===== config.mk =====
export PLATFORM = sky130hd
export DESIGN_NAME = spcc_fifo
export DESIGN_NICKNAME = d
export VERILOG_FILES = /design/src/sv/spcc_pkg.sv /design/src/sv/spcc_fifo.sv
export SDC_FILE = /design/constraint.sdc
export NUM_CORES = 1
export LEC_CHECK = 0
export BUFFER_PORTS_ARGS = -buffer_cell sky130_fd_sc_hd__buf_2
export CORE_AREA = 4 4 186 324
export DETAILED_ROUTE_END_ITERATION = 7
export DIE_AREA = 0 0 190 328
export GPL_TIMING_DRIVEN = 0
export PLACE_DENSITY = 0.74
export SLEW_MARGIN = 20
export SYNTH_ARGS = -nofsm -noshare
export SYNTH_HDL_FRONTEND = slang
export SYNTH_SLANG_ARGS = --single-unit
export TNS_END_PERCENT = 50

===== constraint.sdc =====
create_clock -name clk -period 7.5 [get_ports clk]
set_input_delay 2.25 -clock clk [delete_from_list [all_inputs] [get_ports clk]]
set_output_delay 2.25 -clock clk [all_outputs]
set_load 0.005 [all_outputs]

===== src/sv/spcc_pkg.sv =====
`timescale 1ns / 1ps

package spcc_pkg;

    localparam int MaxPoints = 4096;

    localparam int CoordW   = 24;
    localparam int SizeW    = 13;
    localparam int GapW     = 23;
    localparam int CfgIdxW  = 1;
    localparam int CfgDataW = (GapW > SizeW) ? GapW : SizeW;

    localparam int CountW  = $clog2(MaxPoints + 1);
    localparam int SumW    = CoordW + CountW;
    localparam int CmpW    = (CountW > SizeW) ? CountW : SizeW;
    localparam int DiffW   = CoordW;
    localparam int SqW     = 2 * DiffW;
    localparam int DistW   = SqW + 1;
    localparam int ThrW    = 2 * GapW;
    localparam int DivCntW = $clog2(SumW + 1);

    localparam int FifoDepth = 4;
    localparam int FifoAddrW = $clog2(FifoDepth);

    localparam logic [GapW-1:0]  GapReset = GapW'(6554);
    localparam logic [SizeW-1:0] MinReset = SizeW'(3);

    typedef logic signed [CoordW-1:0] coord_t;
    typedef logic signed [SumW-1:0]   sum_t;
    typedef logic [CountW-1:0]        count_t;

    typedef enum logic [CfgIdxW-1:0] {
        REG_GAP_THRESHOLD,
        REG_MIN_POINTS
    } cfg_reg_t;

    // One closed cluster that is to be reported.
    typedef struct packed {
        logic   valid;
        sum_t   sum_x;
        sum_t   sum_y;
        count_t count;
    } cluster_t;

    // Everything one point can report: the cluster it closed and the one
    // its scan end flushed.
    typedef struct packed {
        cluster_t first;
        cluster_t second;
    } entry_t;

    typedef enum logic [1:0] {
        BK_IDLE,
        BK_DIV,
        BK_OUT
    } back_state_t;

endpackage


===== src/sv/spcc_fifo.sv =====
`timescale 1ns / 1ps

module spcc_fifo (
    input  logic             clk,
    input  logic             rst_n,
    input  logic             push,
    input  spcc_pkg::entry_t push_data,
    output logic             full,
    input  logic             pop,
    output logic             not_empty,
    output spcc_pkg::entry_t pop_data
);
    import spcc_pkg::*;

    entry_t                mem_reg [FifoDepth];
    logic [FifoAddrW-1:0]  wr_ptr_reg;
    logic [FifoAddrW-1:0]  rd_ptr_reg;
    logic [FifoAddrW:0]    count_reg;
    logic                  do_push;
    logic                  do_pop;

    assign full      = count_reg == (FifoAddrW + 1)'(FifoDepth);
    assign not_empty = count_reg != '0;
    assign do_push   = push && !full;
    assign do_pop    = pop && not_empty;
    assign pop_data  = mem_reg[rd_ptr_reg];

    always_ff @(posedge clk or negedge rst_n)
    begin
        if (!rst_n)
        begin
            wr_ptr_reg <= '0;
            rd_ptr_reg <= '0;
            count_reg  <= '0;
        end
        else
        begin
            if (do_push)
            begin
                wr_ptr_reg <= wr_ptr_reg + 1'b1;
            end
            if (do_pop)
            begin
                rd_ptr_reg <= rd_ptr_reg + 1'b1;
            end
            if (do_push && !do_pop)
            begin
                count_reg <= count_reg + 1'b1;
            end
            else if (do_pop && !do_push)
            begin
                count_reg <= count_reg - 1'b1;
            end
        end
    end

    always_ff @(posedge clk)
    begin
        if (do_push)
        begin
            mem_reg[wr_ptr_reg] <= push_data;
        end
    end

endmodule


After elaboration in Yosys (flattened, before gate mapping)
Memories as Yosys holds them, arrays and structs flattened.
Cells that the tools add are included.
{"block": "classes", "reduce_logical": 9, "n_eq_ne": 1, "mux": 4, "n_addsub": 4}
{"op": "$mux 3", "n": 2}
{"op": "$add 2x1->2 const B", "n": 2}
{"op": "$logic_and 1x1->1", "n": 4}
{"op": "$add 3x1->3 const B", "n": 1}
{"op": "$eq 3x3->1 const B", "n": 1}
{"op": "$logic_not 1->1", "n": 3}
{"op": "$reduce_bool 3->1", "n": 1}
{"op": "$sub 3x1->3 const B", "n": 1}
{"op": "$mux 1", "n": 2}
{"op": "$reduce_bool 2->1", "n": 1}
{"block": "totals", "register_bits": 7, "output_inout_bits": 178, "memories": 1, "ram_bits": 704}
{"memory": "mem_reg", "words": 4, "word_bits": 176, "rd": 1, "rd_ports_with_merged_regs": 0, "wr": 1, "line": "spcc_fifo.sv:15", "text": "entry_t mem_reg [FifoDepth];"}

Depth between registers and ports, before layout
Gate-level depths: netlist of the first run.
{"block": "depth", "word_depth": 7, "mapped_depth": 9}

Worst setup path after synthesis of the first run
OpenSTA, ideal clock, no wires.
{"block": "synth_timing", "path_kind": "in2reg", "from": "in push", "to": "mem mem_reg[0][0] in the netlist's numbering (enable)", "cell_stages": 3, "n_path_buf": 1, "arrival_ns": 6.547, "setup_ns": 0.557, "setup_slack_ns": 0.396, "cell_sequence": "nor2b_1 buf_2 and2_1"}
{"block": "synth_via", "elab_chain_cells": 3}
{"element": "start, declared", "line": "spcc_fifo.sv:6", "text": "input logic push,"}
{"element": "$logic_and 1x1->1", "line": "spcc_fifo.sv:24", "text": "assign do_push = push && !full;"}
{"element": "named net do_push", "line": "spcc_fifo.sv:19", "text": "logic do_push;"}
{"element": "$mux 1", "line": "spcc_fifo.sv:59", "text": "if (do_push)"}
{"element": "$mux 1 (not written as such)", "line": "spcc_fifo.sv:61", "text": "mem_reg[wr_ptr_reg] <= push_data;"}
{"element": "end, declared", "line": "spcc_fifo.sv:15"}
The timed path passes the listed nets, and every way through them passes these cells.

==> flow_metrics.env, run 1 <==
export IMPL_ctsHoldBuffers=0
export IMPL_initialDrtViolationCount=624
export IMPL_postSynthCellCount=955
export IMPL_tightest_slew_ns=0.871
export IMPL_final_min_clock_period_ns=5.04
export IMPL_final_cell_mix="704 x edfxtp_1, 378 x buf_2, 176 x mux4_2"
export IMPL_synth_seq_area_share=0.826
export IMPL_synth_net_count=1141
export IMPL_final_max_slew_viol_count=0
export IMPL_wl_per_cell_um=23.8
export IMPL_grt_pass1_vias=12700
export IMPL_groute_usage_overall=0.170
export IMPL_timing_final_crit_share=0.671
export IMPL_synthMuxAreaShare=0.155
export IMPL_cts_resized=0
export IMPL_wl_mm=53.0
export IMPL_regToRegEndpoint="mem_reg[3][111]"
export IMPL_place_port_buffers=357
export IMPL_grt_pass1_wl_mm=79.2
export IMPL_required_ns=5.25
export IMPL_max_freq_mhz=199
export IMPL_hold_class="reg2reg"
export IMPL_path_clk_slew_ns=0.06
export IMPL_fin_total_pwr_mw=12.2
export IMPL_ff_latch_area_um2=21300
export IMPL_dr_max_layer_used="met4"
export IMPL_synth_compound_area_frac=0
export IMPL_setup_violations=0
export IMPL_post_cts_setup_buffer_count=0
export IMPL_start_util=0.446
export IMPL_nFillCells=4328
export IMPL_dp_cells=2101
export IMPL_worstPathArrival_ns=2.79
export IMPL_largest_reg_flops=704
export IMPL_design_core_area_um2=57800
export IMPL_overflow=0
export IMPL_clock_latency_ns=0.62
export IMPL_synth_top_family_by_area="multiplexers"
export IMPL_worstHoldEndpoint="count_reg[2]"
export IMPL_grt_max_degree=46
export IMPL_final_cell_count_no_fill=2230
export IMPL_wl_met2_mm=28.4
export IMPL_crit_path_end_kind="output pin"
export IMPL_ff2ff_setup_slack_ns=5.14
export IMPL_ys_top_cells_by_area="edfxtp_1 82%, mux4_2 15%, dfrtp_1 0.68%"
export IMPL_cts_tree="built"
export IMPL_h_tree_depth=2
export IMPL_drc=0
export IMPL_syn_area_per_cell_um2=27.0
export IMPL_worstSetupPathType="reg2out"
export IMPL_cp_max_fo=10
export IMPL_final_layout_size_suffix_gt1_frac=0.475
export IMPL_synth_top_area_share=0.819
export IMPL_drt_met1_wl_mm=18.7
export IMPL_syn_to_final_growth_pct=20.4
export IMPL_ys_ff_latch=711
export IMPL_hold_slack_ns=0.502
export IMPL_final_nets=1575
export IMPL_cts_sinks=711
export IMPL_netlist_area_um2=25800
export IMPL_worstHoldPathCells=1
export IMPL_met3_length_mm=3.53
export IMPL_synth_xor_area_frac=0.00204
export IMPL_io_pins=358
export IMPL_outcome="finished, final reports clean"
export IMPL_die_area_um2=62300
export IMPL_synthSimpleGateAreaFrac=0.00223
export IMPL_power_density_nw_per_um2=391
export IMPL_cts_buffers=59
export IMPL_layout_commonest_cell="edfxtp_1"
export IMPL_first_pass_iters=4
export IMPL_r2r_start="count_reg[2]"
export IMPL_grt_antenna_before_repair=21
export IMPL_multiInputGateArea_um2=4190
export IMPL_hold_violations=0
export IMPL_die_x_um=190
export IMPL_synth_top_cell_by_area="edfxtp_1"
export IMPL_worstHoldStart="count_reg[2]"
export IMPL_clockBufferDepth=3
export IMPL_ir_drop_v=0.000288
export IMPL_clockRootBuffer="clkbuf_16"
export IMPL_row_count=117
export IMPL_dpl_hpwl_mm=35.0
export IMPL_clock_skew_ns=0.00960
export IMPL_viasPerCell=5.18
export IMPL_cp_start_kind="flop"
export IMPL_synth_distinct_cells=19
export IMPL_maxCapViolations=0
export IMPL_slew_headroom=0.420
export IMPL_gp_congestion=0.740
export IMPL_p_leak_nw=10.5
export IMPL_rsz0062_at_grt="no"
export IMPL_reg2reg_depth=6
export IMPL_yosysWarnings=0
export IMPL_die_h_um=328
export IMPL_synthAdderAreaFrac=0.00320
export IMPL_dr_total_vias=11600
export IMPL_ant_nets=0
logic make-up after synthesis:
logic type                 Yosys count
muxes                              178
DFF                                711
xor gates and xnor gates             6
buffers and inverters               44
and+or+nand+nor                     10
adders and majority gates            6
how the worst max path moves through the flow:
stage / to / depth (start not counted) / startpoint / slack, ns
2_1_floorplan: mem_reg[0][0] / 3 / push / 0.40
3_3_place_gp: mem_reg[0][118] / 4 / push / -2.97
3_5_place_dp: pop_data[53] / 5 / rd_ptr_reg[1] / 2.92
4_1_cts: pop_data[53] / 5 / rd_ptr_reg[1] / 2.22
5_1_grt: pop_data[59] / 5 / rd_ptr_reg[1] / 2.21
6_report: pop_data[81] / 5 / rd_ptr_reg[1] / 2.46
worst max-delay path, cell delays in order, from the launching register on:
cell	delay (ns)
dfrtp_1	0.31
buf_2	0.19
clkbuf_1	0.68
buf_2	0.46
mux4_2	0.36
buf_2	0.16
layer usage:
layer	vias up	track usage
li1	5036	-
met3	120	0.0444
met1	6018	0.197
met5	-	0
met4	0	0.0809
met2	380	0.294
metrics by stage:
stage / utilization / setup TNS [ns] / instance area (um^2) / setup WS, ns
finish: 0.537 / 0 / 31100 / 2.46
global route: 0.537 / 0 / 31100 / 2.21
CTS: 0.536 / 0 / 31000 / 2.22
detailed placement: 0.501 / 0 / 29000 / 2.92
global placement: 0.494 / -2057.66 / 28600 / -2.97
floorplan: - / 0 / 25800 / 0.396
Yosys cell counts:
library cell and instances:
dfrtp_1 7, nand3_1 1, edfxtp_1 704, and2_1 4, buf_6 15, or3_1 1, nor3b_1 1, mux2_2 2
clkbuf_1 5, buf_2 21, fa_1 1, inv_1 3, nor2_1 1, xnor2_1 4, xor2_1 2, ha_1 5
nand2_1 1, mux4_2 176, nor2b_1 1
power breakdown:
group	total, mW	internal (mW)	switching, mW
clock network	3.19	1.84	1.35
registers	5.40	5.24	0.162
logic	3.58	1.72	1.86
total	12.2	8.79	3.37
cell type report:
class / count / area share
clock inverters: 35 / 0.0143
multi-input cells: 200 / 0.135
flip-flops and latches: 711 / 0.686
plain buffers: 41 / 0.00942
well taps: 773 / 0.0311
inverters: 3 / 0.000362
repair buffers: 373 / 0.0714
clock buffers: 74 / 0.0509
diodes: 20 / 0.00161
No activity file was read; power rests on OpenSTA's default activity.
==> run 2, diff against run 1 <==
clock period = 4.85 ns   (was 7.5 ns; I/O delays follow)
==> run 2 against run 1 <==
Net effect: utilization down 0.28 points; global-route usage down 0.18 points; sequential share of layout area up 0.36 points; count of clock-buffer cells in the layout down 5; total power up 52%; critical path type unchanged; worst hold slack worse by 0.024 ns; largest cell class unchanged; cell count down 0.45%; non-clock buffer count up 2.
==> flow_metrics.env, run 2 (synthesis results as in run 1) <==
export IMPL_rsz0062_at_grt="no"
export IMPL_ctsHoldBuffers=0
export IMPL_fin_area_um2=30900
export IMPL_dr_total_vias=11600
export IMPL_gp_congestion=0.723
export IMPL_cp_max_fo=10
export IMPL_setup_violations=0
export IMPL_grt_pass1_wl_mm=78.5
export IMPL_layout_commonest_cell="edfxtp_1"
export IMPL_power_density_nw_per_um2=599
export IMPL_ant_nets=0
export IMPL_wl_per_cell_um=23.5
export IMPL_grt_antenna_before_repair=18
export IMPL_final_layout_size_suffix_gt1_frac=0.473
export IMPL_groute_usage_overall=0.168
export IMPL_hold_slack_ns=0.479
export IMPL_worstPathArrival_ns=2.84
export IMPL_cts_buffers=60
export IMPL_first_pass_iters=5
export IMPL_row_count=117
export IMPL_viasPerCell=5.21
export IMPL_wl_mm=52.1
export IMPL_grt_pass1_vias=12700
export IMPL_cts_resized=0
export IMPL_drc=0
export IMPL_required_ns=3.39
export IMPL_hold_class="reg2reg"
export IMPL_io_pins=358
export IMPL_path_clk_slew_ns=0.07
export IMPL_setup_tns_ns=0
export IMPL_tightest_slew_ns=0.955
export IMPL_p_leak_nw=10.4
export IMPL_final_min_clock_period_ns=4.29
export IMPL_max_freq_mhz=233
export IMPL_post_cts_setup_buffer_count=0
export IMPL_crit_family="buffers and inverters"
export IMPL_place_port_buffers=357
export IMPL_overflow=0
export IMPL_worstSetupPathType="reg2out"
export IMPL_die_area_um2=62300
export IMPL_fin_total_pwr_mw=18.5
export IMPL_crit_path_top_delay_cell="clkbuf_1"
export IMPL_placed_area_um2=29000
export IMPL_design_core_area_um2=57800
export IMPL_ir_drop_v=0.000461
export IMPL_dpl_hpwl_mm=34.7
export IMPL_h_tree_depth=2
export IMPL_final_max_slew_viol_count=0
export IMPL_grt_max_degree=46
export IMPL_maxCapViolations=0
export IMPL_critical_path_buf_inv_count=4
export IMPL_final_cell_mix="704 x edfxtp_1, 378 x buf_2, 176 x mux4_2"
export IMPL_cts_tree="built"
export IMPL_clock_skew_ns=0.00942
export IMPL_slew_headroom=0.363
export IMPL_cp_start_kind="flop"
export IMPL_crit_top_cell="buf_2"
export IMPL_die_x_um=190
export IMPL_crit_path_end_kind="output pin"
export IMPL_path_cells="buf_2, clkbuf_1, buf_2, mux4_2, buf_2"
export IMPL_clockRootBuffer="clkbuf_16"
export IMPL_die_h_um=328
export IMPL_clock_latency_ns=0.61
export IMPL_largest_reg_flops=704
export IMPL_hold_violations=0
export IMPL_final_cell_count_no_fill=2220
export IMPL_dp_cells=2103
export IMPL_cts_sinks=711
export IMPL_outcome="finished, final reports clean"
export IMPL_initialDrtViolationCount=607
export IMPL_slowest_delay_ns=0.73
export IMPL_clockBufferDepth=3
export IMPL_final_nets=1578
export IMPL_timing_final_crit_share=0.885
export IMPL_syn_to_final_growth_pct=19.8
export IMPL_start_util=0.446
run 2: metrics by stage:
stage | setup WS [ns] | util
after floorplan | -1.46 | -
after global placement | -4.80 | 0.494
after detailed placement | 1.04 | 0.501
after CTS | 0.368 | 0.534
after global routing | 0.345 | 0.534
final | 0.559 | 0.535
run 2: routing by layer:
layer | vias to the layer above | track usage | routed length [um]
li1 | 5040 | - | -
met1 | 6031 | 0.199 | 18500
met2 | 381 | 0.292 | 27600
met3 | 97 | 0.0477 | 4060
met4 | 8 | 0.0634 | 1850
met5 | - | 0 | 48
run 2: cell type report:
class,count,area (um^2)
well taps,773,967
flip-flops and latches,711,21300
diodes,12,30.0
fillers,4344,26900
plain buffers,41,293
multi-input cells,200,4190
clock buffers,69,1560
repair buffers,375,2190
inverters,3,11.3
clock inverters,36,353
run 2: power by group:
| part | switching (mW) | internal (mW) | total, mW |
|---|---|---|---|
| Sequential | 0.241 | 8.10 | 8.34 |
| Clock | 2.06 | 2.61 | 4.68 |
| Combinational | 2.85 | 2.65 | 5.49 |
run 2: worst reg2reg max path: cells and delay by family (launching register included):
family                 cells  cell delay (ns)
buffers and inverters      3             0.79
DFF                        1             0.39
and+or+nand+nor            3             0.79
run 2: worst paths after layout:
kind | start | endpoint | slack [ns] | depth (start not counted)
max | rd_ptr_reg[1] | pop_data[51] | 0.56 | 5
min | count_reg[2] | count_reg[2] | 0.48 | 1
max reg2reg | count_reg[2] | mem_reg[0][108] | 2.49 | 6
min reg2reg | count_reg[2] | count_reg[2] | 0.48 | 1
max in group asynchronous | rst_n | rd_ptr_reg[0] | 4.04 | 1
min in group asynchronous | rst_n | rd_ptr_reg[1] | 0.66 | 1
