--- config.mk ---
export PLATFORM = sky130hd
export DESIGN_NAME = spcc_front_flat
export DESIGN_NICKNAME = d
export VERILOG_FILES = /design/src/sv/spcc_pkg.sv /design/src/sv/spcc_ifs.sv /design/src/sv/spcc_front.sv /design/src/flat_wrapper.sv
export SDC_FILE = /design/constraint.sdc
export NUM_CORES = 2
export LEC_CHECK = 0
export ABC_AREA = 0
export BUFFER_PORTS_ARGS = -buffer_cell sky130_fd_sc_hd__buf_2
export CORE_ASPECT_RATIO = 1.1
export CORE_MARGIN = 2
export CORE_UTILIZATION = 50
export CTS_CLUSTER_DIAMETER = 120
export DETAILED_ROUTE_END_ITERATION = 8
export PLACE_DENSITY = 0.7
export SYNTH_ARGS = -nofsm -noshare
export SYNTH_HDL_FRONTEND = slang
export SYNTH_SLANG_ARGS = --single-unit
--- constraint.sdc ---
create_clock -name clk -period 9.6 [get_ports clk]
set_input_delay 1.92 -clock clk [delete_from_list [all_inputs] [get_ports clk]]
set_output_delay 1.92 -clock clk [all_outputs]
set_load 0.1 [all_outputs]
--- src/sv/spcc_pkg.sv ---
`timescale 1ns / 1ps

package spcc_pkg;

    localparam int MaxPoints = 4096;

    localparam int CoordW   = 24;
    localparam int SizeW    = 13;
    localparam int GapW     = 23;
    localparam int CfgIdxW  = 1;
    localparam int CfgDataW = (GapW > SizeW) ? GapW : SizeW;

    localparam int CountW  = $clog2(MaxPoints + 1);
    localparam int SumW    = CoordW + CountW;
    localparam int CmpW    = (CountW > SizeW) ? CountW : SizeW;
    localparam int DiffW   = CoordW;
    localparam int SqW     = 2 * DiffW;
    localparam int DistW   = SqW + 1;
    localparam int ThrW    = 2 * GapW;
    localparam int DivCntW = $clog2(SumW + 1);

    localparam int FifoDepth = 4;
    localparam int FifoAddrW = $clog2(FifoDepth);

    localparam logic [GapW-1:0]  GapReset = GapW'(6554);
    localparam logic [SizeW-1:0] MinReset = SizeW'(3);

    typedef logic signed [CoordW-1:0] coord_t;
    typedef logic signed [SumW-1:0]   sum_t;
    typedef logic [CountW-1:0]        count_t;

    typedef enum logic [CfgIdxW-1:0] {
        REG_GAP_THRESHOLD,
        REG_MIN_POINTS
    } cfg_reg_t;

    // One closed cluster that is to be reported.
    typedef struct packed {
        logic   valid;
        sum_t   sum_x;
        sum_t   sum_y;
        count_t count;
    } cluster_t;

    // Everything one point can report: the cluster it closed and the one
    // its scan end flushed.
    typedef struct packed {
        cluster_t first;
        cluster_t second;
    } entry_t;

    typedef enum logic [1:0] {
        BK_IDLE,
        BK_DIV,
        BK_OUT
    } back_state_t;

endpackage

--- src/sv/spcc_ifs.sv ---
`timescale 1ns / 1ps

interface spcc_point_if;
    import spcc_pkg::*;

    logic   valid;
    logic   ready;
    coord_t point_x;
    coord_t point_y;
    logic   scan_end;

    modport source (output valid, output point_x, output point_y, output scan_end,
                    input ready);
    modport sink (input valid, input point_x, input point_y, input scan_end,
                  output ready);
endinterface


--- src/sv/spcc_front.sv ---
`timescale 1ns / 1ps

module spcc_front (
    input  logic                         clk,
    input  logic                         rst_n,
    spcc_point_if.sink                   points,
    input  logic [spcc_pkg::GapW-1:0]    gap_threshold,
    input  logic [spcc_pkg::SizeW-1:0]   min_points,
    input  logic                         q_full,
    output logic                         q_push,
    output spcc_pkg::entry_t             q_data
);
    import spcc_pkg::*;

    logic adv;

    coord_t prev_x_reg;
    coord_t prev_y_reg;

    logic             s1_valid_reg;
    coord_t           s1_x_reg;
    coord_t           s1_y_reg;
    logic             s1_last_reg;
    logic [DiffW-1:0] s1_dx_reg;
    logic [DiffW-1:0] s1_dy_reg;

    logic           s2_valid_reg;
    coord_t         s2_x_reg;
    coord_t         s2_y_reg;
    logic           s2_last_reg;
    logic [SqW-1:0] s2_dx2_reg;
    logic [SqW-1:0] s2_dy2_reg;

    logic            s3_valid_reg;
    coord_t          s3_x_reg;
    coord_t          s3_y_reg;
    logic            s3_last_reg;
    logic            s3_join_reg;

    logic [ThrW-1:0] thr_reg;

    count_t open_count_reg;
    count_t open_count_next;
    sum_t   sum_x_reg;
    sum_t   sum_x_next;
    sum_t   sum_y_reg;
    sum_t   sum_y_next;

    logic signed [CoordW:0] diff_x;
    logic signed [CoordW:0] diff_y;
    logic [DiffW-1:0]       abs_x;
    logic [DiffW-1:0]       abs_y;
    logic [DistW-1:0]       dist_sq;

    cluster_t first_c;
    cluster_t second_c;

    // The whole front moves in lock step; it only holds when the queue is full.
    assign adv          = !q_full;
    assign points.ready = adv;

    assign diff_x = {points.point_x[CoordW-1], points.point_x}
                  - {prev_x_reg[CoordW-1], prev_x_reg};
    assign diff_y = {points.point_y[CoordW-1], points.point_y}
                  - {prev_y_reg[CoordW-1], prev_y_reg};
    assign abs_x  = diff_x[CoordW] ? DiffW'(-diff_x) : DiffW'(diff_x);
    assign abs_y  = diff_y[CoordW] ? DiffW'(-diff_y) : DiffW'(diff_y);

    assign dist_sq = DistW'(s2_dx2_reg) + DistW'(s2_dy2_reg);

    always_ff @(posedge clk or negedge rst_n)
    begin
        if (!rst_n)
        begin
            s1_valid_reg   <= 1'b0;
            s2_valid_reg   <= 1'b0;
            s3_valid_reg   <= 1'b0;
            prev_x_reg     <= '0;
            prev_y_reg     <= '0;
            open_count_reg <= '0;
            sum_x_reg      <= '0;
            sum_y_reg      <= '0;
        end
        else if (adv)
        begin
            s1_valid_reg   <= points.valid;
            s2_valid_reg   <= s1_valid_reg;
            s3_valid_reg   <= s2_valid_reg;
            open_count_reg <= open_count_next;
            sum_x_reg      <= sum_x_next;
            sum_y_reg      <= sum_y_next;
            if (points.valid)
            begin
                prev_x_reg <= points.point_x;
                prev_y_reg <= points.point_y;
            end
        end
    end

    always_ff @(posedge clk)
    begin
        thr_reg <= gap_threshold * gap_threshold;
        if (adv)
        begin
            s1_x_reg    <= points.point_x;
            s1_y_reg    <= points.point_y;
            s1_last_reg <= points.scan_end;
            s1_dx_reg   <= abs_x;
            s1_dy_reg   <= abs_y;

            s2_x_reg    <= s1_x_reg;
            s2_y_reg    <= s1_y_reg;
            s2_last_reg <= s1_last_reg;
            s2_dx2_reg  <= s1_dx_reg * s1_dx_reg;
            s2_dy2_reg  <= s1_dy_reg * s1_dy_reg;

            s3_x_reg    <= s2_x_reg;
            s3_y_reg    <= s2_y_reg;
            s3_last_reg <= s2_last_reg;
            s3_join_reg <= dist_sq < DistW'(thr_reg);
        end
    end

    // Cluster bookkeeping for the point leaving the last stage.
    always_comb
    begin
        open_count_next = open_count_reg;
        sum_x_next      = sum_x_reg;
        sum_y_next      = sum_y_reg;
        first_c         = '0;
        second_c        = '0;
        if (s3_valid_reg)
        begin
            if (open_count_reg == '0)
            begin
                open_count_next = CountW'(1);
                sum_x_next      = SumW'(s3_x_reg);
                sum_y_next      = SumW'(s3_y_reg);
            end
            else if (s3_join_reg)
            begin
                if (open_count_reg < CountW'(MaxPoints))
                begin
                    open_count_next = open_count_reg + CountW'(1);
                    sum_x_next      = sum_x_reg + SumW'(s3_x_reg);
                    sum_y_next      = sum_y_reg + SumW'(s3_y_reg);
                end
            end
            else
            begin
                first_c.valid   = CmpW'(open_count_reg) >= CmpW'(min_points);
                first_c.sum_x   = sum_x_reg;
                first_c.sum_y   = sum_y_reg;
                first_c.count   = open_count_reg;
                open_count_next = CountW'(1);
                sum_x_next      = SumW'(s3_x_reg);
                sum_y_next      = SumW'(s3_y_reg);
            end

            if (s3_last_reg)
            begin
                second_c.valid  = CmpW'(open_count_next) >= CmpW'(min_points);
                second_c.sum_x  = sum_x_next;
                second_c.sum_y  = sum_y_next;
                second_c.count  = open_count_next;
                open_count_next = '0;
                sum_x_next      = '0;
                sum_y_next      = '0;
            end
        end
    end

    assign q_push        = adv && s3_valid_reg && (first_c.valid || second_c.valid);
    assign q_data.first  = first_c;
    assign q_data.second = second_c;

endmodule

--- src/flat_wrapper.sv ---
// flat-port wrapper written by rule: the top's interface ports become plain ports
module spcc_front_flat import spcc_pkg::*;
  (clk, rst_n, gap_threshold, min_points, q_full, q_push, q_data, points_valid, points_point_x, points_point_y, points_scan_end, points_ready);
  spcc_point_if points_i ();
  input  logic clk;
  input  logic rst_n;
  input  logic [spcc_pkg::GapW-1:0] gap_threshold;
  input  logic [spcc_pkg::SizeW-1:0] min_points;
  input  logic q_full;
  output logic q_push;
  output spcc_pkg::entry_t q_data;
  input wire logic [$bits(points_i.valid)-1:0] points_valid;
  input wire logic [$bits(points_i.point_x)-1:0] points_point_x;
  input wire logic [$bits(points_i.point_y)-1:0] points_point_y;
  input wire logic [$bits(points_i.scan_end)-1:0] points_scan_end;
  output wire logic [$bits(points_i.ready)-1:0] points_ready;
  assign points_i.valid = points_valid;
  assign points_i.point_x = points_point_x;
  assign points_i.point_y = points_point_y;
  assign points_i.scan_end = points_scan_end;
  assign points_ready = points_i.ready;
  spcc_front u_core (.clk(clk), .rst_n(rst_n), .points(points_i), .gap_threshold(gap_threshold), .min_points(min_points), .q_full(q_full), .q_push(q_push), .q_data(q_data));
endmodule
# After elaboration in Yosys (flattened, before gate mapping)
# Cells that the tools add are included.
# word_totals
reg_bits	476
out_inout_bits	178
elab_cells	66
# op_classes
n_addsub	8
multipliers	3
n_lt_le_gt_ge	4
muxes	20
n_bitwise	1
reduce_logical	7
# ops
operator	count
88-bit 2-to-1 mux	5
37-bit 2-to-1 mux	8
24-bit by 24-bit multiplier with 48-bit output	2
37-bit by 24-bit adder with 37-bit output	2
13-bit 2-to-1 mux	5
24-bit by 24-bit subtractor with 25-bit output	2
48-bit by 48-bit adder with 49-bit output	1
49-bit by 46-bit < comparator with 1-bit output	1
24-bit 2-to-1 mux	2
24-bit negator	2
23-bit by 23-bit multiplier with 46-bit output	1
13-bit >= comparator	2
13-bit by 1-bit adder with 13-bit output, second input constant	1
13-bit zero test	1
13-bit < comparator, second input constant	1
2-bit AND reduction	2
1-bit logical AND	2
1-bit zero test	1
1-bit logical OR	1
1-bit inverter	1

# Logic depth before layout (Yosys ltp)
# logic_depth
depth_word	10
depth_mapped	29
depth_no_buf	28

# Worst setup path after synthesis
# Ideal clock, no wire load.
# synth_timing
path_kind	input-to-reg
start	in q_full
end	reg u_core.sum_x_reg[17]
setup_time_ns	0.066
arrival_time_ns	10.015
required_ns	9.534
path_slack_ns	-0.481
path_stages	5
n_path_buf	1
path_cell_list	inv_1 nand2_1 nor2_1 clkbuf_1 a22o_1
# synth_via
elab_chain_cells	2
# synth_lines
item	line	source
start: declaration	flat_wrapper.sv:9	input logic q_full;
1-bit inverter (no line)	n/a	
2-bit AND reduction (no line)	n/a	
end signal: assignment	spcc_front.sv:90	sum_x_reg <= sum_x_next;
end: declaration	spcc_front.sv:44	sum_t sum_x_reg;
# Every way passes these cells.
# A chain may end at the register's enable or synchronous reset.

# Worst setup path after layout
# layout_timing
start	reg u_core.s1_dy_reg[19]
end	reg u_core.s2_dy2_reg[45], data pin
# layout_via
elab_chain_cells	1
# layout_lines
item	line	source
start: declaration	spcc_front.sv:25	logic [DiffW-1:0] s1_dy_reg;
start signal: assignment	spcc_front.sv:109	s1_dy_reg <= abs_y;
24-bit by 24-bit multiplier with 48-bit output	spcc_front.sv:115	s2_dy2_reg <= s1_dy_reg * s1_dy_reg;
end signal: assignment	spcc_front.sv:115	
end: declaration	spcc_front.sv:32	logic [SqW-1:0] s2_dy2_reg;
# Every way passes these cells.

==> run_results.csv <==
group,metric,value,unit
outcome,status,"finished, final reports clean",
sta,tns,0,ns
setup_path,required,10.00,ns
placed_design,gp_congestion,0.9474,
worst_hold_path,worstHoldPathType,"reg -> reg",
logic_synthesis,synth_top_cell_by_area,"fa_1",
drt,vias,55890,
drt,routed_wl,194500,µm
global_route,grt_pass1_vias,59350,
setup_path,rr_worst_depth,25,
global_route,antenna_found_initial,17,
die,dieArea,154500,µm²
sta,slew_headroom,20.03,%
die,die_w,375.0,µm
sta,tightest_slew,1.200,ns
logic_synthesis,synthTopCellsByCount,"inv_1 (1,890), fa_1 (1,233), ha_1 (770), nand2_1 (724), and2_1 (424)",
run,drv_cap,0,
finish,syn_to_final_growth,6.922,%
logic_synthesis,synth_nets,10200,
worst_hold_path,min_to,"u_core.s2_y_reg[16]$_DFFE_PN_",
worst_hold_path,min_from,"u_core.s1_y_reg[16]$_DFFE_PN_",
global_route,grt_max_degree,96,
sta,min_period_over_period,90.97,%
cts,cts_buffer_depth,3,
logic_synthesis,synth_cells,8112,
sta,hold-worst-slack,0.4055,ns
sta,drv_slew,0,
drt,dr.pass1.iters,7,
global_route,overflow,0,
cts,ctsResizeCount,0,
setup_path,worstReg2RegEnd,"u_core.s2_dy2_reg[45]$_DFFE_PN_",
logic_synthesis,synth_top_family_by_area,"adder cells",
logic_synthesis,synth_simple_gate_area_share,11.93,%
setup_path,end_kind,"flop",
die,initial_utilization,50.43,%
die,die-height,412.1,µm
setup_path,reg2reg_slack,0.87,ns
global_route,grt_usage,25.79,%
setup_path,crit_fanout,22,
cts,cts-hold-fix-buffers,0,
sta,hold_viol,0,
logic_synthesis,synth-edff-count,290,
die,num_io_pins,267,
sta,fin_crit,8.733,ns
logic_synthesis,synth-seq-cells,473,
drt,wire_per_inst,18.93,µm
drt,drt_iter0_drc,3432,
setup_path,crit_arrival,9.13,ns
die,fp-row-count,149,
sta,rsz0062_at_grt,"false",
logic_synthesis,ys_warn_count,0,
logic_synthesis,synth.top_cell.area_share,32.61,%
logic_synthesis,synth_area,75680,µm²
logic_synthesis,synth_most_common_cell,"inv_1",
setup_path,startpoint_type,"flop",
finish,fillCellCount,13400,
finish,nets,10350,
logic_synthesis,synth_sequential_area_ratio,17.26,%
cts,clkTransAtPathRegs,0.06,ns
setup_path,crit-reg2reg-launch,"u_core.s1_dy_reg[19]$_DFFE_PN_",
cts,cts_setup_buffers,0,
logic_synthesis,synthMuxAreaShare,0.4298,%
logic_synthesis,synth.avg_cell_area,9.330,µm²
finish,drive_above_1_share,5.855,%
cts,tritoncts.num_buffers,54,
logic_synthesis,synth_area_leaders,"fa_1 (33%), ha_1 (13%), edfxtp_1 (12%)",
cts,clock_latency,0.67,ns
drt,postRouteAntennaNets,0,
cts,cts_num_sinks,473,
die,coreArea,150100,µm²
drt,drc,0,
global_route,grt_pass1_wl,317300,µm
cts,h-tree-depth,2,
worst_hold_path,hold-path-cell-count,0,
cts,tritoncts,"built",
setup_path,critical_path_class,"reg -> reg",
logic_synthesis,synth_compound_area_share,10.49,%
placed_design,dp_hpwl,160200,µm
placed_design,portBuffers,266,
logic_synthesis,synthAdderAreaFrac,45.34,%
drt,viasPerCell,5.439,
logic_synthesis,synthFlopType,"edfxtp_1",
sta,setup_viol,0,
cts,cts_root_buf,"clkbuf_16",
sta,fmax,0.1145,GHz
logic_synthesis,synthArstFlopShare,29.18,%
sta,fin_skew,0.05981,ns
logic_synthesis,synth_cell_types,81,
logic_synthesis,synth-xor-area-share,3.900,%
## cells in the final DEF, fill, tap and decap left out, drive strengths merged, types with 20 or more instances in the layout
cell,count
inv,1892
or2,20
a22o,22
ha,770
xnor2,216
o21bai,57
o21ai,296
xor2,121
o211ai,27
a21o,176
a21oi,361
nand4,49
fa,1233
clkbuf,64
nor3,58
dfxtp,45
dfrtp,138
nand2,724
and3,28
buf,345
and2,424
nor2,328
edfxtp,290
nand2b,44
a31oi,42
clkinv,29
a211oi,54
o21a,53
o31ai,28
nand3,51
nor2b,67
## per-layer routing
metal / vias to the layer above / part of all wire (%) / track usage [%] / wire (µm)
li1: 25810 / - / - / -
met1: 28150 / 42 / 33.96 / 81420
met2: 1559 / 49 / 44.35 / 95840
met3: 365 / 5.0 / 2.794 / 9737
met4: 4 / 3.8 / 8.954 / 7482
met5: - / 0.011 / 0 / 21
## layout make-up
cell class | count | area (µm²) | area share [%]
Multi-Input combinational cell | 5492 | 54580 | 67.45
Sequential cell | 473 | 13070 | 16.15
Inverter | 1890 | 7098 | 8.771
Tap cell | 1963 | 2456 | 3.035
Timing Repair Buffer | 345 | 1943 | 2.401
Clock buffer | 64 | 1439 | 1.778
Clock inverter | 37 | 305.3 | 0.3773
Antenna cell | 12 | 30.03 | 0.03711
## through the flow
| stage | instances | setup slack, ns | utilization, % | instance area [µm²] |
|---|---|---|---|---|
| 5_1_grt | 10270 | 0.4812 | 53.91 | 80910 |
| 6_report | 10280 | 0.8670 | 53.92 | 80920 |
| 2_1_floorplan | 8112 | 1.053 | - | 75690 |
| 3_5_place_dp | 10160 | 0.3209 | 52.74 | 79150 |
| 4_1_cts | 10260 | 0.9508 | 53.90 | 80890 |
| 3_3_place_gp | 10160 | 0.4697 | 52.74 | 79150 |
## critical path: stages (launching register included)
cell and delay (ns):
edfxtp_1 1.14, and2_1 0.28, inv_1 0.07, fa_1 0.50
inv_1 0.06, fa_1 0.54, inv_1 0.06, fa_1 0.45
fa_1 0.54, inv_1 0.05, fa_1 0.51, fa_1 0.51
inv_1 0.05, fa_1 0.47, inv_1 0.04, ha_1 0.39
a21oi_1 0.19, o21ai_0 0.15, or3_1 0.37, o21ai_1 0.37
o21ai_0 0.31, or4_1 0.48, a21oi_1 0.30, o22ai_1 0.17
o41ai_1 0.34, xnor2_1 0.11
## worst max path at each step
stage                                              start                               to  slack, ns  depth (start not counted)
final                     u_core.s1_dy_reg[19]$_DFFE_PN_  u_core.s2_dy2_reg[45]$_DFFE_PN_       0.87                         25
after global routing                    gap_threshold[6]       u_core.thr_reg[45]$_DFF_P_       0.48                         21
after CTS                 u_core.s1_dy_reg[19]$_DFFE_PN_  u_core.s2_dy2_reg[45]$_DFFE_PN_       0.95                         25
after detailed placement                gap_threshold[6]       u_core.thr_reg[45]$_DFF_P_       0.32                         21
after global placement                  gap_threshold[4]       u_core.thr_reg[45]$_DFF_P_       0.47                         22
after floorplan                        gap_threshold[17]       u_core.thr_reg[45]$_DFF_P_       1.05                         27
## kinds of logic (layout without fill, tap and decap cells)
logic type | count (synthesis) | in the layout
AO/OA/AOI/OAI | 1253 | 1253
XOR/XNOR | 337 | 337
adder cells (fa/ha/maj) | 2003 | 2003
buffers and inverters | 2147 | 2336
flip-flops | 473 | 473
multiplexers | 31 | 31
other | 0 | 12
AND/OR/NAND/NOR | 1868 | 1868
Power is left out: the tool's default activity adds up to more than one toggle a clock period on the data nets, which glitch-free logic cannot reach.
