--- src/sv/spcc_pkg.sv ---
`timescale 1ns / 1ps

package spcc_pkg;

    localparam int MaxPoints = 4096;

    localparam int CoordW   = 24;
    localparam int SizeW    = 13;
    localparam int GapW     = 23;
    localparam int CfgIdxW  = 1;
    localparam int CfgDataW = (GapW > SizeW) ? GapW : SizeW;

    localparam int CountW  = $clog2(MaxPoints + 1);
    localparam int SumW    = CoordW + CountW;
    localparam int CmpW    = (CountW > SizeW) ? CountW : SizeW;
    localparam int DiffW   = CoordW;
    localparam int SqW     = 2 * DiffW;
    localparam int DistW   = SqW + 1;
    localparam int ThrW    = 2 * GapW;
    localparam int DivCntW = $clog2(SumW + 1);

    localparam int FifoDepth = 4;
    localparam int FifoAddrW = $clog2(FifoDepth);

    localparam logic [GapW-1:0]  GapReset = GapW'(6554);
    localparam logic [SizeW-1:0] MinReset = SizeW'(3);

    typedef logic signed [CoordW-1:0] coord_t;
    typedef logic signed [SumW-1:0]   sum_t;
    typedef logic [CountW-1:0]        count_t;

    typedef enum logic [CfgIdxW-1:0] {
        REG_GAP_THRESHOLD,
        REG_MIN_POINTS
    } cfg_reg_t;

    // One closed cluster that is to be reported.
    typedef struct packed {
        logic   valid;
        sum_t   sum_x;
        sum_t   sum_y;
        count_t count;
    } cluster_t;

    // Everything one point can report: the cluster it closed and the one
    // its scan end flushed.
    typedef struct packed {
        cluster_t first;
        cluster_t second;
    } entry_t;

    typedef enum logic [1:0] {
        BK_IDLE,
        BK_DIV,
        BK_OUT
    } back_state_t;

endpackage

--- src/sv/spcc_ifs.sv ---


interface spcc_result_if;
    import spcc_pkg::*;

    logic             valid;
    logic             ready;
    coord_t           center_x;
    coord_t           center_y;
    logic [SizeW-1:0] cluster_size;
    logic             run_last;

    modport source (output valid, output center_x, output center_y,
                    output cluster_size, output run_last, input ready);
    modport sink (input valid, input center_x, input center_y,
                  input cluster_size, input run_last, output ready);
endinterface

--- src/sv/spcc_back.sv ---
`timescale 1ns / 1ps

module spcc_back (
    input  logic             clk,
    input  logic             rst_n,
    input  logic             q_valid,
    input  spcc_pkg::entry_t q_data,
    output logic             q_pop,
    spcc_result_if.source    results,
    output logic             idle
);
    import spcc_pkg::*;

    back_state_t state_reg;
    back_state_t state_next;

    cluster_t    pend_reg;
    logic        pend_valid_reg;
    logic        pend_valid_next;
    logic        pend_load;

    logic        load_en;
    logic        load_last;
    cluster_t    load_c;
    logic        step;
    logic        last_step;

    count_t              divisor_reg;
    count_t              size_reg;
    logic                run_last_reg;
    logic [DivCntW-1:0]  div_cnt_reg;
    logic                neg_x_reg;
    logic                neg_y_reg;
    count_t              rem_x_reg;
    count_t              rem_y_reg;
    logic [SumW-1:0]     quo_x_reg;
    logic [SumW-1:0]     quo_y_reg;
    coord_t              center_x_reg;
    coord_t              center_y_reg;

    logic [SumW-1:0]     mag_x;
    logic [SumW-1:0]     mag_y;
    logic [CountW:0]     trial_x;
    logic [CountW:0]     trial_y;
    logic                ge_x;
    logic                ge_y;
    count_t              rem_x_next;
    count_t              rem_y_next;
    logic [SumW-1:0]     quo_x_next;
    logic [SumW-1:0]     quo_y_next;

    assign last_step = div_cnt_reg == DivCntW'(SumW - 1);

    always_ff @(posedge clk or negedge rst_n)
    begin
        if (!rst_n)
        begin
            state_reg      <= BK_IDLE;
            pend_valid_reg <= 1'b0;
        end
        else
        begin
            state_reg      <= state_next;
            pend_valid_reg <= pend_valid_next;
        end
    end

    always_comb
    begin
        state_next      = state_reg;
        pend_valid_next = pend_valid_reg;
        pend_load       = 1'b0;
        q_pop           = 1'b0;
        load_en         = 1'b0;
        load_last       = 1'b1;
        load_c          = pend_reg;
        step            = 1'b0;
        unique case (state_reg)
            BK_IDLE:
            begin
                if (q_valid)
                begin
                    q_pop           = 1'b1;
                    load_en         = 1'b1;
                    load_c          = q_data.first.valid ? q_data.first : q_data.second;
                    load_last       = !(q_data.first.valid && q_data.second.valid);
                    pend_load       = 1'b1;
                    pend_valid_next = q_data.first.valid && q_data.second.valid;
                    state_next      = BK_DIV;
                end
            end
            BK_DIV:
            begin
                step = 1'b1;
                if (last_step)
                begin
                    state_next = BK_OUT;
                end
            end
            BK_OUT:
            begin
                if (results.ready)
                begin
                    if (pend_valid_reg)
                    begin
                        load_en         = 1'b1;
                        pend_valid_next = 1'b0;
                        state_next      = BK_DIV;
                    end
                    else
                    begin
                        state_next = BK_IDLE;
                    end
                end
            end
            default:
            begin
                state_next = BK_IDLE;
            end
        endcase
    end

    // Restoring division on magnitudes, one quotient bit per cycle per axis.
    assign mag_x = load_c.sum_x[SumW-1] ? SumW'(-load_c.sum_x) : SumW'(load_c.sum_x);
    assign mag_y = load_c.sum_y[SumW-1] ? SumW'(-load_c.sum_y) : SumW'(load_c.sum_y);

    assign trial_x    = {rem_x_reg, quo_x_reg[SumW-1]};
    assign trial_y    = {rem_y_reg, quo_y_reg[SumW-1]};
    assign ge_x       = trial_x >= {1'b0, divisor_reg};
    assign ge_y       = trial_y >= {1'b0, divisor_reg};
    assign rem_x_next = ge_x ? CountW'(trial_x - {1'b0, divisor_reg}) : CountW'(trial_x);
    assign rem_y_next = ge_y ? CountW'(trial_y - {1'b0, divisor_reg}) : CountW'(trial_y);
    assign quo_x_next = {quo_x_reg[SumW-2:0], ge_x};
    assign quo_y_next = {quo_y_reg[SumW-2:0], ge_y};

    always_ff @(posedge clk)
    begin
        if (pend_load)
        begin
            pend_reg <= q_data.second;
        end
        if (load_en)
        begin
            divisor_reg  <= load_c.count;
            size_reg     <= load_c.count;
            run_last_reg <= load_last;
            div_cnt_reg  <= '0;
            neg_x_reg    <= load_c.sum_x[SumW-1];
            neg_y_reg    <= load_c.sum_y[SumW-1];
            rem_x_reg    <= '0;
            rem_y_reg    <= '0;
            quo_x_reg    <= mag_x;
            quo_y_reg    <= mag_y;
        end
        else if (step)
        begin
            div_cnt_reg <= div_cnt_reg + 1'b1;
            rem_x_reg   <= rem_x_next;
            rem_y_reg   <= rem_y_next;
            quo_x_reg   <= quo_x_next;
            quo_y_reg   <= quo_y_next;
            if (last_step)
            begin
                center_x_reg <= neg_x_reg ? CoordW'(-quo_x_next) : CoordW'(quo_x_next);
                center_y_reg <= neg_y_reg ? CoordW'(-quo_y_next) : CoordW'(quo_y_next);
            end
        end
    end

    assign results.valid        = state_reg == BK_OUT;
    assign results.center_x     = center_x_reg;
    assign results.center_y     = center_y_reg;
    assign results.cluster_size = SizeW'(size_reg);
    assign results.run_last     = run_last_reg;
    assign idle                 = state_reg == BK_IDLE;

endmodule

--- src/flat_wrapper.sv ---
// flat-port wrapper written by rule: the top's interface ports become plain ports
module spcc_back_flat import spcc_pkg::*;
  (clk, rst_n, q_valid, q_data, q_pop, idle, results_valid, results_center_x, results_center_y, results_cluster_size, results_run_last, results_ready);
  spcc_result_if results_i ();
  input  logic clk;
  input  logic rst_n;
  input  logic q_valid;
  input  spcc_pkg::entry_t q_data;
  output logic q_pop;
  output logic idle;
  output wire logic [$bits(results_i.valid)-1:0] results_valid;
  output wire logic [$bits(results_i.center_x)-1:0] results_center_x;
  output wire logic [$bits(results_i.center_y)-1:0] results_center_y;
  output wire logic [$bits(results_i.cluster_size)-1:0] results_cluster_size;
  output wire logic [$bits(results_i.run_last)-1:0] results_run_last;
  input wire logic [$bits(results_i.ready)-1:0] results_ready;
  assign results_valid = results_i.valid;
  assign results_center_x = results_i.center_x;
  assign results_center_y = results_i.center_y;
  assign results_cluster_size = results_i.cluster_size;
  assign results_run_last = results_i.run_last;
  assign results_i.ready = results_ready;
  spcc_back u_core (.clk(clk), .rst_n(rst_n), .q_valid(q_valid), .q_data(q_data), .q_pop(q_pop), .results(results_i), .idle(idle));
endmodule
--- config.mk ---
export PLATFORM = sky130hd
export DESIGN_NAME = spcc_back_flat
export DESIGN_NICKNAME = d
export VERILOG_FILES = /design/src/sv/spcc_pkg.sv /design/src/sv/spcc_ifs.sv /design/src/sv/spcc_back.sv /design/src/flat_wrapper.sv
export SDC_FILE = /design/constraint.sdc
export NUM_CORES = 1
export LEC_CHECK = 0
export ABC_AREA = 1
export BUFFER_PORTS_ARGS = -buffer_cell sky130_fd_sc_hd__clkbuf_2
export CAP_MARGIN = 20
export CORE_AREA = 2 2 169 337
export CTS_CLUSTER_DIAMETER = 50
export DETAILED_ROUTE_END_ITERATION = 6
export DIE_AREA = 0 0 171 339
export SLEW_MARGIN = 20
export SYNTH_ARGS = -nofsm -noshare
export SYNTH_HDL_FRONTEND = slang
export SYNTH_SLANG_ARGS = --single-unit
export TNS_END_PERCENT = 100
--- constraint.sdc ---
create_clock -name clk -period 4.6 [get_ports clk]
set_input_delay 0.69 -clock clk [delete_from_list [all_inputs] [get_ports clk]]
set_output_delay 0.69 -clock clk [all_outputs]
set_load 0.02 [all_outputs]
## After elaboration in Yosys (flattened, before gate mapping)

Index checks and enable logic that the tools add are counted.

| storage, ports and cells | value |
|---|---|
| memory bits (writable) | 0 |
| memory bits (read-only) | 0 |
| input port bits | 180 |
| register bits | 260 |
| memories kept | 0 |
| latch bits | 0 |
| output and inout bits | 65 |

| cells by class | value |
|---|---|
| $add $sub $neg | 7 |
| bitwise logic cells | 1 |
| eq/ne operators | 6 |
| order comparisons | 2 |
| multiply operators | 0 |
| muxes and demuxes | 27 |
| divide/modulo/power cells | 0 |
| reduce and logical (&&, ||, !) cells | 9 |
| shift-type cells | 0 |

Operators with widths:

| operator | number |
|---|---|
| 87-bit 2-to-1 mux | 3 |
| 37-bit 2-to-1 mux | 6 |
| 37-bit negation | 2 |
| 24-bit 2-to-1 mux | 2 |
| 24-bit negation | 2 |
| 14-bit by 13-bit greater-or-equal comparator with 1-bit output | 2 |
| 13-bit 2-to-1 mux | 2 |
| 13-bit subtractor | 2 |
| 3-bit AND reduction | 3 |
| 1-bit 2-to-1 mux | 8 |
| 6-bit by 1-bit adder with 6-bit output, second input constant | 1 |
| 6-bit == test, second input constant | 1 |
| 2-bit 2-to-1 mux | 3 |
| 2-bit case mux with 3 select lines | 1 |
| 2-bit by 1-bit inequality test with 1-bit output, second input constant | 2 |
| 1-bit case mux with 2 select lines | 2 |
| 2-bit nonzero test | 2 |
| 2-bit by 1-bit == test with 1-bit output, second input constant | 1 |
| 2-bit == test, second input constant | 1 |
| 2-bit zero test | 1 |
| 2-bit inequality test, second input constant | 1 |
| 2-bit AND reduction | 1 |
| 1-bit logical AND | 1 |
| 1-bit zero test | 1 |
| 1-bit inverter | 1 |

## Longest topological paths before layout

| logic depth | value |
|---|---|
| depth after elaboration | 6 |
| gate-level depth with buffers | 22 |
| mapped depth without buffers | 22 |

## Worst setup path after synthesis

OpenSTA, ideal clock, no wires.

| path | value |
|---|---|
| path kind | input-to-output |
| start | input port q_valid |
| end | output port q_pop |
| arrival | 4.119 ns |
| slack | -0.209 ns |
| data required time | 3.910 ns |
| stages on the path | 6 |
| cell sequence | inv_2 > nor2_8 > buf_6 > buf_2 > buf_2 > buf_1 |

| between the ends | value |
|---|---|
| longest elaborated chain between the ends | 2 |

Ends and longest elaborated chain:

| item | line | source |
|---|---|---|
| start, declared | flat_wrapper.sv:7 | `input logic q_valid;` |
| 1-bit 2-to-1 mux | spcc_back.sv:81 | `if (q_valid)` |
| 1-bit 2-to-1 mux | spcc_back.sv:78 | `unique case (state_reg)` |
| end, declared | flat_wrapper.sv:9 | `output logic q_pop;` |

Every way passes these cells.

## Worst setup path after layout

| path | value |
|---|---|
| start | register u_core.quo_x_reg[36] |
| end | register u_core.center_x_reg[22], in the netlist u_core.results.center_x[22] (data pin) |

| between the ends | value |
|---|---|
| longest elaborated chain between the ends | 3 |

Ends and longest elaborated chain:

| item | line | source |
|---|---|---|
| start, declared | spcc_back.sv:36 | `logic [SumW-1:0] quo_x_reg;` |
| start signal, assigned | spcc_back.sv:152 | `quo_x_reg <= mag_x;` |
| start signal, assigned | spcc_back.sv:160 | `quo_x_reg <= quo_x_next;` |
| 14-bit by 13-bit greater-or-equal comparator with 1-bit output | spcc_back.sv:129 | `assign ge_x = trial_x >= {1'b0, divisor_reg};` |
| 24-bit negation | spcc_back.sv:164 | `center_x_reg <= neg_x_reg ? CoordW'(-quo_x_next) : CoordW'(quo_x_next);` |
| 24-bit 2-to-1 mux | spcc_back.sv:164 |  |
| end signal, assigned | spcc_back.sv:164 |  |
| end, declared | spcc_back.sv:38 | `coord_t center_x_reg;` |

Every way passes these cells.
A chain may end at the register's enable or synchronous reset.

==> results.json <==
{
  "core-area_mm2": 0.0553,
  "grt_pass1_vias": 14400,
  "p_seq_share_pct": 36.0,
  "finalHoldViolations": 0,
  "place.gp.congestion": 0.927,
  "cap_violations": 0,
  "htree_levels": 1,
  "p_comb_share_pct": 42.6,
  "cts_setup_buffers": 0,
  "crit_family": "simple AND/OR/NAND/NOR gates",
  "clockRootBuffer": "clkbuf_16",
  "clkPwrFrac_pct": 21.5,
  "crit_fanout": 5,
  "path_buf_inv": 4,
  "ant_nets": 0,
  "fin_crit_sh_pct": 82.1,
  "yosys_register_bits": 260,
  "syn_area_per_cell_um2": 7.48,
  "dr.pass1.iters": 6,
  "crit_path_start": "u_core.quo_x_reg[36]$_DFFE_PP_",
  "rows": 122,
  "clk_latency_ns": 0.60,
  "grt_max_degree": 91,
  "clock.fmax_mhz": 265,
  "max_stage_delay_ns": 0.47,
  "skew_ns": 0.0269,
  "synthArstFlopShare_pct": 1.15,
  "die_h_um": 339,
  "path_cells": "inv_1, ha_1, fa_1, o21ai_0, nand3_1, nand2_1, nand3_1, nand2_1, inv_1, ha_1, inv_1, nor3_1, inv_1, nor2_1, nand2_1, nand2_1, nand2_1, nor2_1, nand2_1, nor2_1, xor2_1",
  "synth_edf_count": 225,
  "power.leakage_nw": 9.16,
  "powerDensity_mw_per_mm2": 574,
  "synthToLayoutAreaGrowth_pct": 17.7,
  "setup.worst_path.end_class": "flop",
  "wl_per_cell_um": 15.6,
  "postCtsHoldBufs": 1,
  "io_pins": 245,
  "wl_um": 49900,
  "largest_reg_flops": 87,
  "setup_viol": 0,
  "synth_seq_area_share_pct": 45.3,
  "synth_area_mm2": 0.0165,
  "cts_buffers": 29,
  "nNetsFinal": 2638,
  "crit_top_cell": "nand2_1",
  "post-dp-hpwl_um": 39000,
  "p_total_mw": 11.2,
  "yosys.cell_types.count": 47,
  "slew_headroom_pct": 40.1,
  "path_clk_slew_ns": 0.07,
  "p_int_mw": 6.51,
  "synth_cells": 2205,
  "ir_worst_vdd_mv": 0.297,
  "die_area_mm2": 0.0580,
  "status": "finished clean",
  "p_switching_mw": 4.64,
  "rsz0062_at_grt": "false",
  "path_class": "flop to flop",
  "reg2reg_from": "u_core.quo_x_reg[36]$_DFFE_PP_",
  "critPathSlowestCell": "edfxtp_1",
  "ys_warn_count": 0,
  "synth_nets": 2419,
  "fin_util_pct": 35.1,
  "setup_tns_ns": 0,
  "cts_tree": "yes",
  "switching_share_pct": 41.6,
  "cts_buffer_depth": 3,
  "grt_usage_pct": 17.2,
  "grt_pass1_wl_um": 77900,
  "min_from": "q_data[9]",
  "via_per_inst": 4.56,
  "whs_ns": 0.280,
  "port_buffers": 244,
  "post_cts_resized": 0,
  "antenna_found_initial": 2,
  "r2r_slack_ns": 0.82,
  "drcViolationCount": 0,
  "start_util_pct": 29.8,
  "ys.flop_type": "edfxtp_1",
  "antenna_cells": 0,
  "cts_sinks": 260,
  "drive_above_1_share_pct": 14.7,
  "vias": 14500,
  "worstPathArrival_ns": 4.10,
  "slew_violations": 0,
  "overflow": 0,
  "worst_pin_slew_ns": 0.898,
  "hold_path.class": "input port to flop",
  "drtIter0Drc": 880,
  "crit_path_start_kind": "flop",
  "required_ns": 4.93,
  "die_x_um": 171,
  "period_needed_ns": 3.78
}
metal layers:
metal  track usage [%]  wire length, um
met4              6.78             1860
met1              20.8            21000
met5                 0                0
met3              1.93             2140
met2              30.6            24900
cell type report:
class | instances | area, um^2
clock buffer | 35 | 768
clock inverter | 18 | 198
fill | 5952 | 35800
inverter | 252 | 946
multi-input combinational | 1616 | 7660
sequential | 260 | 7470
tap | 744 | 931
timing repair buffer | 265 | 1450
cells in the final DEF (no fill, tap or decap), types with 4 or more instances in the layout:
| cell type | Yosys | routed |
|---|---|---|
| buf_12 | 0 | 5 |
| o22ai_1 | 6 | 6 |
| nor3_1 | 11 | 11 |
| nand3_1 | 121 | 121 |
| o21bai_1 | 4 | 4 |
| inv_2 | 7 | 8 |
| nand2_1 | 859 | 858 |
| o211ai_1 | 9 | 9 |
| xnor2_1 | 21 | 21 |
| nor4_1 | 4 | 4 |
| a31oi_1 | 17 | 17 |
| a21oi_1 | 44 | 44 |
| nand4_1 | 18 | 18 |
| nor2_2 | 7 | 7 |
| nand3b_1 | 6 | 6 |
| inv_1 | 237 | 237 |
| o21ai_0 | 104 | 104 |
| ha_1 | 32 | 32 |
| o21ai_1 | 54 | 54 |
| o21ai_2 | 12 | 12 |
| nor2_1 | 181 | 180 |
| clkbuf_16 | 0 | 29 |
| nor2_4 | 3 | 4 |
| nand2_2 | 9 | 9 |
| inv_6 | 0 | 6 |
| xor2_1 | 59 | 59 |
| o31ai_1 | 4 | 4 |
| clkinv_1 | 8 | 9 |
| clkbuf_1 | 23 | 4 |
| clkbuf_2 | 0 | 243 |
| nor3b_1 | 4 | 4 |
| edfxtp_1 | 225 | 225 |
| buf_4 | 8 | 16 |
| a21o_1 | 4 | 4 |
| dfxtp_1 | 32 | 32 |
power by group through the flow:
stage / logic, mW / clock network (mW) / registers (mW)
final: 4.75 / 2.39 / 4.01
after global routing: 5.46 / 2.54 / 4.10
after CTS: 4.81 / 2.47 / 4.02
after detailed placement: 4.79 / 0 / 4.06
after global placement: 4.75 / 0 / 4.05
after floorplan: 3.52 / 0 / 3.97
through the flow:
stage               std cells  instance area, um^2  setup WS [ns]
finish                   3190                19400          0.822
global route             3190                19400          0.497
CTS                      3190                19400          0.735
detailed placement       3136                18400          0.753
global placement         3136                18400          0.775
floorplan                2205                16500          0.102
final timing paths:
kind | to | depth (start not counted)
worst max-delay path | u_core.results.center_x[22]$_DFFE_PP_ | 21
worst min-delay path | u_core.pend_reg[9]$_DFFE_PP_ | 1
worst max register to register | u_core.results.center_x[22]$_DFFE_PP_ | 21
worst min register to register | u_core.rem_y_reg[1]$_SDFFE_PP0P_ | 2
max in group asynchronous | u_core.pend_valid_reg$_DFFE_PN0P_ | 2
min in group asynchronous | u_core.state_reg[0]$_DFFE_PN0P_ | 2
cell families (layout without fill, tap and decap cells):
kind of cell,count (synthesis),in the layout,share of synthesized area [%]
xor+xnor,80,80,4.25
simple gates,1234,1234,30.3
buf+inv,329,570,8.37
fa+ha+maj,34,34,2.67
flops,260,260,45.3
compound gates,268,268,9.13
Yosys cell counts, drive strengths merged (3+ instances only):
| cell type | number | area share [%] |
|---|---|---|
| nor3 | 11 | 0.33 |
| o21bai | 4 | 0.18 |
| o211ai | 9 | 0.41 |
| dfxtp | 32 | 3.9 |
| a31oi | 17 | 0.64 |
| nor4 | 4 | 0.15 |
| nand4 | 18 | 0.68 |
| o31ai | 4 | 0.18 |
| or2 | 5 | 0.19 |
| a21oi | 48 | 1.6 |
| and2 | 3 | 0.11 |
| o21ai | 170 | 5.4 |
| ha | 32 | 2.4 |
| nand2 | 868 | 20 |
| nor2 | 192 | 4.7 |
| inv | 244 | 5.6 |
| clkinv | 8 | 0.18 |
| a21o | 4 | 0.18 |
| edfxtp | 225 | 41 |
| xnor2 | 21 | 1.1 |
| buf | 54 | 2.1 |
| xor2 | 59 | 3.1 |
| nand3b | 6 | 0.27 |
| o21a | 3 | 0.14 |
| clkbuf | 23 | 0.52 |
| dfrtp | 3 | 0.46 |
| nor3b | 4 | 0.18 |
| nand3 | 121 | 3.7 |
| o22ai | 6 | 0.23 |
(Power assumes the default switching activity.)
